===== config.mk =====
export PLATFORM = sky130hd
export DESIGN_NAME = pid_controller_clamped_top
export DESIGN_NICKNAME = d
export VERILOG_FILES = /design/src/design/pcc_pkg.sv /design/src/design/pid_controller_clamped_top.sv /design/src/design/pcc_queue.sv /design/src/design/pcc_front.sv /design/src/design/pcc_back.sv
export SDC_FILE = /design/constraint.sdc
export NUM_CORES = 2
export LEC_CHECK = 0
export BUFFER_PORTS_ARGS = -buffer_cell sky130_fd_sc_hd__buf_2
export CORE_MARGIN = 5
export CORE_UTILIZATION = 55
export CTS_BUF_LIST = sky130_fd_sc_hd__clkbuf_8 sky130_fd_sc_hd__clkbuf_16
export DETAILED_ROUTE_END_ITERATION = 10
export PLACE_DENSITY_LB_ADDON = 0.08
export SETUP_SLACK_MARGIN = 0.05
export SLEW_MARGIN = 20
export SYNTH_ARGS = -nofsm -noshare
export SYNTH_HDL_FRONTEND = slang
export SYNTH_HIERARCHICAL = 1
export SYNTH_SLANG_ARGS = --single-unit

===== constraint.sdc =====
create_clock -name clk -period 7.55 [get_ports clk]
set_clock_uncertainty 0.05 [all_clocks]
set_input_delay 0.3775 -clock clk [delete_from_list [all_inputs] [get_ports clk]]
set_output_delay 0.3775 -clock clk [all_outputs]
set_load 0.03 [all_outputs]

===== src/design/pcc_pkg.sv =====
// ----------------------------------------------------------------------------
// pcc_pkg - shared types and constants of the clamped pid controller
// widths, register codes, the work request between front and back, config
// ----------------------------------------------------------------------------
package pcc_pkg;

  localparam int ERROR_WIDTH    = 16;
  localparam int FRAC_BITS      = 8;
  localparam int INTEGRAL_WIDTH = 24;

  localparam int GAIN_W  = 16;
  localparam int DRIVE_W = 16;
  localparam int DERIV_W = ERROR_WIDTH + 1;

  // widest config register sets the write data width
  localparam int CFG_DATA_W  = (INTEGRAL_WIDTH > GAIN_W) ? INTEGRAL_WIDTH : GAIN_W;
  localparam int CFG_INDEX_W = 3;

  localparam logic [CFG_INDEX_W-1:0] REG_GAIN_P       = 3'd0;
  localparam logic [CFG_INDEX_W-1:0] REG_GAIN_I       = 3'd1;
  localparam logic [CFG_INDEX_W-1:0] REG_GAIN_D       = 3'd2;
  localparam logic [CFG_INDEX_W-1:0] REG_INTEGRAL_CAP = 3'd3;
  localparam logic [CFG_INDEX_W-1:0] REG_DRIVE_MAX    = 3'd4;
  localparam logic [CFG_INDEX_W-1:0] REG_DRIVE_MIN    = 3'd5;

  // integral update sum, one bit above the wider operand
  localparam int ISUM_W = ((INTEGRAL_WIDTH > ERROR_WIDTH) ? INTEGRAL_WIDTH : ERROR_WIDTH) + 1;

  // product and drive sum widths
  localparam int PE_W  = GAIN_W + ERROR_WIDTH;
  localparam int PI_W  = GAIN_W + INTEGRAL_WIDTH;
  localparam int PD_W  = GAIN_W + DERIV_W;
  localparam int PMAX_W = (PI_W > PE_W) ? ((PI_W > PD_W) ? PI_W : PD_W)
                                        : ((PE_W > PD_W) ? PE_W : PD_W);
  localparam int SUM_W = PMAX_W + 2;

  // work queue between front and back, result queue in the back
  localparam int WQ_DEPTH = 2;
  localparam int WQ_PTR_W = (WQ_DEPTH > 1) ? $clog2(WQ_DEPTH) : 1;
  localparam int WQ_CNT_W = $clog2(WQ_DEPTH + 1);
  localparam int OQ_DEPTH = 4;
  localparam int OQ_PTR_W = (OQ_DEPTH > 1) ? $clog2(OQ_DEPTH) : 1;
  localparam int OQ_CNT_W = $clog2(OQ_DEPTH + 1);
  localparam int OCC_W    = $clog2(OQ_DEPTH + 2);

  localparam logic signed [INTEGRAL_WIDTH-1:0] CAP_RESET =
    {1'b0, {(INTEGRAL_WIDTH-1){1'b1}}};
  localparam logic signed [DRIVE_W-1:0] DRIVE_MAX_RESET = {1'b0, {(DRIVE_W-1){1'b1}}};
  localparam logic signed [DRIVE_W-1:0] DRIVE_MIN_RESET = {1'b1, {(DRIVE_W-1){1'b0}}};

  typedef struct packed {
    logic signed [GAIN_W-1:0]         gain_p;
    logic signed [GAIN_W-1:0]         gain_i;
    logic signed [GAIN_W-1:0]         gain_d;
    logic signed [INTEGRAL_WIDTH-1:0] integral_cap;
    logic signed [DRIVE_W-1:0]        drive_max;
    logic signed [DRIVE_W-1:0]        drive_min;
  } cfg_t;

  // one classified request, ready for the multiply stage
  typedef struct packed {
    logic signed [ERROR_WIDTH-1:0]    err;
    logic signed [INTEGRAL_WIDTH-1:0] integ;
    logic signed [DERIV_W-1:0]        deriv;
  } work_t;

  typedef struct packed {
    logic [OCC_W-1:0] occupancy;
    logic             issue;
  } back_status_t;

endpackage


===== src/design/pid_controller_clamped_top.sv =====
// ----------------------------------------------------------------------------
// pid_controller_clamped_top - clamped fixed point pid controller
// one error sample in, one clamped drive out, integral capped from above
// ----------------------------------------------------------------------------
// path: an accepted request is written to the work queue, then to the
//   multiply register, then to the result queue, whose head is out_drive
// throughput: one request per cycle while in_full is low; the loop state
//   (integral, last error) is updated at intake, the multipliers are one stage
// reset: synchronous, active low; clears integral, last error and all queues
//   and loads the register reset values; no clearing pass, ready at once
module pid_controller_clamped_top (
  input  logic                                      clk,
  input  logic                                      rst_n,
  // request side
  input  logic                                      in_push,
  output logic                                      in_full,
  input  logic signed [pcc_pkg::ERROR_WIDTH-1:0]    in_error_sample,
  input  logic                                      in_clear_first,
  // result side
  output logic                                      out_empty,
  input  logic                                      out_pop,
  output logic signed [pcc_pkg::DRIVE_W-1:0]        out_drive,
  // register writes
  input  logic                                      cfg_valid,
  output logic                                      cfg_ready,
  input  logic [pcc_pkg::CFG_INDEX_W-1:0]           cfg_index,
  input  logic [pcc_pkg::CFG_DATA_W-1:0]            cfg_data
);

  pcc_pkg::cfg_t          cfg_r, cfg_nxt;
  pcc_pkg::work_t         front_work;
  pcc_pkg::work_t         q_work;
  pcc_pkg::back_status_t  back_st;
  logic                   in_accept;
  logic                   q_full;
  logic                   q_empty;
  logic                   q_pop;

  // register file: always ready, writes to unknown indexes are dropped
  assign cfg_ready = 1'b1;

  always_comb begin
    cfg_nxt = cfg_r;
    if (cfg_valid && cfg_ready) begin
      case (cfg_index)
        pcc_pkg::REG_GAIN_P:       cfg_nxt.gain_p       = pcc_pkg::GAIN_W'(cfg_data);
        pcc_pkg::REG_GAIN_I:       cfg_nxt.gain_i       = pcc_pkg::GAIN_W'(cfg_data);
        pcc_pkg::REG_GAIN_D:       cfg_nxt.gain_d       = pcc_pkg::GAIN_W'(cfg_data);
        pcc_pkg::REG_INTEGRAL_CAP: cfg_nxt.integral_cap =
                                     pcc_pkg::INTEGRAL_WIDTH'(cfg_data);
        pcc_pkg::REG_DRIVE_MAX:    cfg_nxt.drive_max    = pcc_pkg::DRIVE_W'(cfg_data);
        pcc_pkg::REG_DRIVE_MIN:    cfg_nxt.drive_min    = pcc_pkg::DRIVE_W'(cfg_data);
        default:                   cfg_nxt = cfg_r;
      endcase
    end
  end

  always_ff @(posedge clk) begin
    if (!rst_n) begin
      cfg_r.gain_p       <= '0;
      cfg_r.gain_i       <= '0;
      cfg_r.gain_d       <= '0;
      cfg_r.integral_cap <= pcc_pkg::CAP_RESET;
      cfg_r.drive_max    <= pcc_pkg::DRIVE_MAX_RESET;
      cfg_r.drive_min    <= pcc_pkg::DRIVE_MIN_RESET;
    end else begin
      cfg_r <= cfg_nxt;
    end
  end

  // intake stalls only when the work queue is full
  assign in_full   = q_full;
  assign in_accept = in_push && !q_full;

  // front: clear, integral update, derivative
  pcc_front u_front (
    .clk         (clk),
    .rst_n       (rst_n),
    .cfg         (cfg_r),
    .accept      (in_accept),
    .err         (in_error_sample),
    .clear_first (in_clear_first),
    .work        (front_work)
  );

  // decouples intake from the multiply side
  pcc_queue u_work_q (
    .clk     (clk),
    .rst_n   (rst_n),
    .push    (in_accept),
    .wr_data (front_work),
    .full    (q_full),
    .pop     (q_pop),
    .empty   (q_empty),
    .rd_data (q_work)
  );

  // back: products, scaling, clamps, result queue
  pcc_back u_back (
    .clk        (clk),
    .rst_n      (rst_n),
    .cfg        (cfg_r),
    .work_empty (q_empty),
    .work       (q_work),
    .work_pop   (q_pop),
    .out_pop    (out_pop),
    .out_empty  (out_empty),
    .out_drive  (out_drive),
    .status     (back_st)
  );

  // the back never issues from an empty work queue
  a_issue_has_work: assert property (@(posedge clk) disable iff (!rst_n)
    q_pop |-> !q_empty)
    else $error("back issued without a queued request");

  // reserved result slots never exceed the result queue
  a_no_oq_overrun: assert property (@(posedge clk) disable iff (!rst_n)
    back_st.occupancy <= pcc_pkg::OCC_W'(pcc_pkg::OQ_DEPTH))
    else $error("result queue overrun");

  // reset leaves both queues empty
  a_reset_empty: assert property (@(posedge clk)
    !rst_n |=> (out_empty && q_empty))
    else $error("queues not empty after reset");

  // an issued request reaches an idle result queue via the multiply register
  a_issue_latency: assert property (@(posedge clk) disable iff (!rst_n)
    (back_st.issue && out_empty && !$past(back_st.issue)) |-> ##2 !out_empty)
    else $error("issued request did not reach the result queue");

endmodule


===== src/design/pcc_queue.sv =====
// ----------------------------------------------------------------------------
// pcc_queue - short work request queue between front and back
// flop based circular buffer, registered pointers and count
// ----------------------------------------------------------------------------
module pcc_queue (
  input  logic           clk,
  input  logic           rst_n,
  input  logic           push,
  input  pcc_pkg::work_t wr_data,
  output logic           full,
  input  logic           pop,
  output logic           empty,
  output pcc_pkg::work_t rd_data
);

  pcc_pkg::work_t                  mem_r [pcc_pkg::WQ_DEPTH];
  logic [pcc_pkg::WQ_PTR_W-1:0]    wr_ptr_r, wr_ptr_nxt;
  logic [pcc_pkg::WQ_PTR_W-1:0]    rd_ptr_r, rd_ptr_nxt;
  logic [pcc_pkg::WQ_CNT_W-1:0]    count_r, count_nxt;
  logic                            do_push, do_pop;

  assign full    = (count_r == pcc_pkg::WQ_CNT_W'(pcc_pkg::WQ_DEPTH));
  assign empty   = (count_r == '0);
  assign do_push = push && !full;
  assign do_pop  = pop && !empty;
  assign rd_data = mem_r[rd_ptr_r];

  always_comb begin
    wr_ptr_nxt = wr_ptr_r;
    rd_ptr_nxt = rd_ptr_r;
    count_nxt  = count_r;
    if (do_push) begin
      wr_ptr_nxt = (wr_ptr_r == pcc_pkg::WQ_PTR_W'(pcc_pkg::WQ_DEPTH - 1)) ? '0
                   : wr_ptr_r + 1'b1;
    end
    if (do_pop) begin
      rd_ptr_nxt = (rd_ptr_r == pcc_pkg::WQ_PTR_W'(pcc_pkg::WQ_DEPTH - 1)) ? '0
                   : rd_ptr_r + 1'b1;
    end
    if (do_push && !do_pop) begin
      count_nxt = count_r + 1'b1;
    end else if (do_pop && !do_push) begin
      count_nxt = count_r - 1'b1;
    end
  end

  always_ff @(posedge clk) begin
    if (!rst_n) begin
      wr_ptr_r <= '0;
      rd_ptr_r <= '0;
      count_r  <= '0;
    end else begin
      wr_ptr_r <= wr_ptr_nxt;
      rd_ptr_r <= rd_ptr_nxt;
      count_r  <= count_nxt;
    end
  end

  always_ff @(posedge clk) begin
    if (do_push) begin
      mem_r[wr_ptr_r] <= wr_data;
    end
  end

endmodule


===== src/design/pcc_front.sv =====
// ----------------------------------------------------------------------------
// pcc_front - request intake and loop state update
// applies clear, updates integral and last error, forms the derivative
// ----------------------------------------------------------------------------
module pcc_front (
  input  logic                                     clk,
  input  logic                                     rst_n,
  input  pcc_pkg::cfg_t                            cfg,
  input  logic                                     accept,
  input  logic signed [pcc_pkg::ERROR_WIDTH-1:0]   err,
  input  logic                                     clear_first,
  output pcc_pkg::work_t                           work
);

  localparam logic signed [pcc_pkg::ISUM_W-1:0] ILOW =
    pcc_pkg::ISUM_W'($signed({1'b1, {(pcc_pkg::INTEGRAL_WIDTH-1){1'b0}}}));

  logic signed [pcc_pkg::INTEGRAL_WIDTH-1:0] integ_r, integ_nxt;
  logic signed [pcc_pkg::ERROR_WIDTH-1:0]    prev_r, prev_nxt;
  logic signed [pcc_pkg::INTEGRAL_WIDTH-1:0] integ_base;
  logic signed [pcc_pkg::ERROR_WIDTH-1:0]    prev_base;
  logic signed [pcc_pkg::ISUM_W-1:0]         isum;
  logic signed [pcc_pkg::ISUM_W-1:0]         isum_sat;
  logic                                      grow;

  always_comb begin
    integ_base = clear_first ? '0 : integ_r;
    prev_base  = clear_first ? '0 : prev_r;
    grow       = (cfg.gain_i != '0) && (integ_base < cfg.integral_cap);
    isum       = pcc_pkg::ISUM_W'(integ_base);
    if (grow) begin
      isum = pcc_pkg::ISUM_W'(integ_base) + pcc_pkg::ISUM_W'(err);
    end
    // cap from above, then saturate at the register width from below
    isum_sat = isum;
    if (isum_sat > pcc_pkg::ISUM_W'(cfg.integral_cap)) begin
      isum_sat = pcc_pkg::ISUM_W'(cfg.integral_cap);
    end
    if (isum_sat < ILOW) begin
      isum_sat = ILOW;
    end
    work.err   = err;
    work.integ = pcc_pkg::INTEGRAL_WIDTH'(isum_sat);
    work.deriv = pcc_pkg::DERIV_W'(err) - pcc_pkg::DERIV_W'(prev_base);
    integ_nxt  = accept ? work.integ : integ_r;
    prev_nxt   = accept ? err : prev_r;
  end

  always_ff @(posedge clk) begin
    if (!rst_n) begin
      integ_r <= '0;
      prev_r  <= '0;
    end else begin
      integ_r <= integ_nxt;
      prev_r  <= prev_nxt;
    end
  end

endmodule


===== src/design/pcc_back.sv =====
// ----------------------------------------------------------------------------
// pcc_back - gain multiply, sum, scale and clamp, result queue
// issues a request only when the result queue has a slot reserved for it
// ----------------------------------------------------------------------------
module pcc_back (
  input  logic                                   clk,
  input  logic                                   rst_n,
  input  pcc_pkg::cfg_t                          cfg,
  input  logic                                   work_empty,
  input  pcc_pkg::work_t                         work,
  output logic                                   work_pop,
  input  logic                                   out_pop,
  output logic                                   out_empty,
  output logic signed [pcc_pkg::DRIVE_W-1:0]     out_drive,
  output pcc_pkg::back_status_t                  status
);

  logic                                    v1_r, v1_nxt;
  logic signed [pcc_pkg::PE_W-1:0]         pe_r, pe_nxt;
  logic signed [pcc_pkg::PI_W-1:0]         pi_r, pi_nxt;
  logic signed [pcc_pkg::PD_W-1:0]         pd_r, pd_nxt;
  logic signed [pcc_pkg::SUM_W-1:0]        sum;
  logic signed [pcc_pkg::SUM_W-1:0]        scaled;
  logic signed [pcc_pkg::SUM_W-1:0]        clamped;
  logic signed [pcc_pkg::DRIVE_W-1:0]      drive;

  logic signed [pcc_pkg::DRIVE_W-1:0]      oq_mem_r [pcc_pkg::OQ_DEPTH];
  logic [pcc_pkg::OQ_PTR_W-1:0]            oq_wr_r, oq_wr_nxt;
  logic [pcc_pkg::OQ_PTR_W-1:0]            oq_rd_r, oq_rd_nxt;
  logic [pcc_pkg::OQ_CNT_W-1:0]            oq_cnt_r, oq_cnt_nxt;
  logic [pcc_pkg::OCC_W-1:0]               occupancy;
  logic                                    oq_pop;

  // queued results plus the one in the multiply stage
  assign occupancy = pcc_pkg::OCC_W'(oq_cnt_r) + pcc_pkg::OCC_W'(v1_r);
  assign work_pop  = !work_empty && (occupancy < pcc_pkg::OCC_W'(pcc_pkg::OQ_DEPTH));
  assign status.occupancy = occupancy;
  assign status.issue     = work_pop;

  // stage 1: products
  always_comb begin
    v1_nxt = work_pop;
    pe_nxt = work.err * cfg.gain_p;
    pi_nxt = work.integ * cfg.gain_i;
    pd_nxt = work.deriv * cfg.gain_d;
  end

  always_ff @(posedge clk) begin
    pe_r <= pe_nxt;
    pi_r <= pi_nxt;
    pd_r <= pd_nxt;
  end

  // stage 2: sum, floor shift, clamp max then min
  always_comb begin
    sum     = pcc_pkg::SUM_W'(pe_r) + pcc_pkg::SUM_W'(pi_r) + pcc_pkg::SUM_W'(pd_r);
    scaled  = sum >>> pcc_pkg::FRAC_BITS;
    clamped = scaled;
    if (clamped > pcc_pkg::SUM_W'(cfg.drive_max)) begin
      clamped = pcc_pkg::SUM_W'(cfg.drive_max);
    end
    if (clamped < pcc_pkg::SUM_W'(cfg.drive_min)) begin
      clamped = pcc_pkg::SUM_W'(cfg.drive_min);
    end
    drive = pcc_pkg::DRIVE_W'(clamped);
  end

  // result queue
  assign out_empty = (oq_cnt_r == '0);
  assign out_drive = oq_mem_r[oq_rd_r];
  assign oq_pop    = out_pop && !out_empty;

  always_comb begin
    oq_wr_nxt  = oq_wr_r;
    oq_rd_nxt  = oq_rd_r;
    oq_cnt_nxt = oq_cnt_r;
    if (v1_r) begin
      oq_wr_nxt = (oq_wr_r == pcc_pkg::OQ_PTR_W'(pcc_pkg::OQ_DEPTH - 1)) ? '0
                  : oq_wr_r + 1'b1;
    end
    if (oq_pop) begin
      oq_rd_nxt = (oq_rd_r == pcc_pkg::OQ_PTR_W'(pcc_pkg::OQ_DEPTH - 1)) ? '0
                  : oq_rd_r + 1'b1;
    end
    if (v1_r && !oq_pop) begin
      oq_cnt_nxt = oq_cnt_r + 1'b1;
    end else if (oq_pop && !v1_r) begin
      oq_cnt_nxt = oq_cnt_r - 1'b1;
    end
  end

  always_ff @(posedge clk) begin
    if (!rst_n) begin
      v1_r     <= 1'b0;
      oq_wr_r  <= '0;
      oq_rd_r  <= '0;
      oq_cnt_r <= '0;
    end else begin
      v1_r     <= v1_nxt;
      oq_wr_r  <= oq_wr_nxt;
      oq_rd_r  <= oq_rd_nxt;
      oq_cnt_r <= oq_cnt_nxt;
    end
  end

  always_ff @(posedge clk) begin
    if (v1_r) begin
      oq_mem_r[oq_wr_r] <= drive;
    end
  end

endmodule

==> summary.md <==
| Metric | Value |
|---|---|
| Status | finished, violations left |
| Failing checks | setup timing |
| Final wirelength | about 160 mm |
| Largest net degree at the start of global routing | 75 |
| Area of the multi-input gates | between 40000 and 50000 sq um |
| Hold Crit Class | input port to register |
| Net Count, Synth | around 7.4k |
| Die footprint | roughly 110000 sq um |
| Via count | 41.4k |
| Worst hold slack | around 0.032 ns |
| Post-synthesis average cell area | 9.72 sq um |
| Post-Route Utilization | 0.609 |
| # DRC | 0 |
| Post-place instance area | 61100 sq um |
| Starting density of the core | 0.552 |
| Synthesized instance count | 5956 |
| Core Rows | 119 |
| GR Overflow Total | 0 |
| Share of cells above drive strength 1 | 0.111 |
| Detail-routed net length per standard cell | 21.0 um |
| Clock period minus worst slack | roughly 7.6 ns |
| IO Pins | 68 |
| Peak VDD IR | 416 uV |
| Sink Count | approximately 440 |
| Die width | 335 um |
| Vias in the first global route | 43.9k |
| Num CTS Buffers | 52 |
| Unrepaired setup endpoints after global routing | true |
| Worst EP arrival | around 7.9 ns |
| Worst-Margin Slew | 1.18 ns |
| H-tree levels | 2 |
| DRT antenna net count | 0 |
| Fin crit share | 1.00 |
| GRT Total Usage | 0.291 |
| Clk buf depth | 3 |
| Req. time, crit path | 7.86 ns |
| Root buffer cell | clkbuf_16 |
| Synth Warn # | 6 |
| Initial antenna violation count | 5 |
| First-pass GRT wire length | 253 mm |
| Initial DRC Count | 3007 |
| Fmax | 132 MHz |
| Latest clock arrival within the worst-skew pair | about 0.64 ns |
| Setup WS post-layout | -0.0335 ns |
| Drt pass-1 iters | 6 |
| Final hold vios | 0 |
| CTS tree | done |
| Synthesized area | 57900 sq um |
| Layout fillers | 9029 |
| FF+latch area | 10600 sq um |
| Slowest cell delay on critical path | 0.53 ns |
| Leakage | 29.7 nW |
| Avg Vias per Cell | 5.44 |
| Final nets | about 7.6k |
| Power Total | 19.9 mW |
| Clock slew at reported path FFs | 0.06 ns |
| Pwr dens | approximately 310 nW/um^2 |
| Slew HR | 0.213 |
| GP Congestion | between 0.9 and 1 |
| CP max-delay cell | fa_1 |
| CP Capture Type | register |
| Max-slew violations | 0 |
| Max cap viols | 0 |
| Kind of critical path | register to register |
| CP max FO | 6 |
| Area Growth Syn to Fin | 10.4% |
| Die Y | 335 um |
| Core area | 105000 sq um |
| I/O Buffers | 66 |
| Crit-path leading delay family | compound AO/OA/AOI/OAI gates |
| DP HPWL | 128 mm |
| WP buf/inv | 6 |
| Fin area | about 64000 sq um |
| Setup violators final | 64 |
| Worst setup SP type | register |
cell usage in the layout (no fill, tap or decap), drive strengths merged, types with 65 or more instances in the layout:
cell    count
nor2b     135
mux2i     129
a21oi     167
dfxtp     264
inv      1130
nand3      65
buf       380
a21o       84
nand2b     82
xnor2     131
and2      358
nor2      152
ha        464
mux2       97
fa        954
nand2     731
o21ai     100
edfxtp    178
area by class of cell:
class | instances | area share
multi-input combinational | 4163 | 0.664
sequential | 442 | 0.166
inverter | 1116 | 0.0655
timing repair buffer | 400 | 0.0476
tap | 1391 | 0.0272
clock buffer | 56 | 0.0214
clock inverter | 42 | 0.00752
antenna | 3 | 0.000117
worst reg2reg max path, delay by kind of cell, from the launching register on:
family                     cells  cell delay [ns]
buffers and inverters          6             0.77
DFF                            1             0.32
adders and majority gates      4             1.26
and+or+nand+nor                5             0.69
muxes                          3             0.99
xor gates and xnor gates       1             0.17
AOI/OAI and AO/OA             16             3.07
worst paths after layout:
path                                                       start                                to  slack (ns)  cells after the start
worst min register to register  u_front/integ_r[21]$_SDFFE_PN0P_  u_front/integ_r[21]$_SDFFE_PN0P_        0.42                      2
worst max-delay path                      u_back/pe_r[3]$_DFF_P_   u_back/oq_mem_r[0][2]$_DFFE_PP_       -0.03                     35
worst min-delay path                                 cfg_data[2]            cfg_r[18]$_SDFFE_PN1P_        0.03                      3
worst max register to register            u_back/pe_r[3]$_DFF_P_   u_back/oq_mem_r[0][2]$_DFFE_PP_       -0.03                     35
sequential cells by signal, indices dropped and copies added (netlist names), named ones only:
| signal | flops |
|---|---|
| u_front/prev_r | 16 |
| u_work_q/rd_ptr_r | 1 |
| u_back/oq_cnt_r | 3 |
| u_back/pd_r | 33 |
| u_front/integ_r | 24 |
| cfg_r | 104 |
| u_back/pi_r | 40 |
| u_back/pe_r | 32 |
| u_back/oq_mem_r | 64 |
| u_back/oq_wr_r | 2 |
| u_back/v1_r | 1 |
| u_work_q/wr_ptr_r | 1 |
| u_back/oq_rd_r | 2 |
| u_work_q/mem_r | 114 |
| u_work_q/count_r | 2 |
report_power, final:
part	total, mW	switching [mW]	internal [mW]
Clock	2.71	1.08	1.63
Sequential	3.79	0.241	3.55
Combinational	13.4	7.46	5.98
routing by layer:
metal	GRT usage	vias to the layer above	wire (um)
li1	-	19200	-
met1	0.399	20800	69700
met2	0.475	1122	74200
met3	0.0517	237	9820
met4	0.0907	2	5860
met5	0	-	17
stage by stage:
stage                     setup WS [ns]  std cells  setup TNS (ns)
after floorplan                  0.0531       5956               0
after global placement           -0.151       7458           -9.36
after detailed placement         -0.252       7458          -15.30
after CTS                        0.0540       7601               0
after global routing             -0.373       7611          -22.22
final                           -0.0335       7613          -0.956
what timing repair did:
item                       4_1_cts  5_1_grt
pin swaps                       46       25
hold buffers                    19        0
gates cloned                     3        1
buffers inserted                23       10
resized for setup               49       60
setup endpoints to repair       64       85
hold endpoints to repair        30        0
No activity file was read; power rests on OpenSTA's default activity.
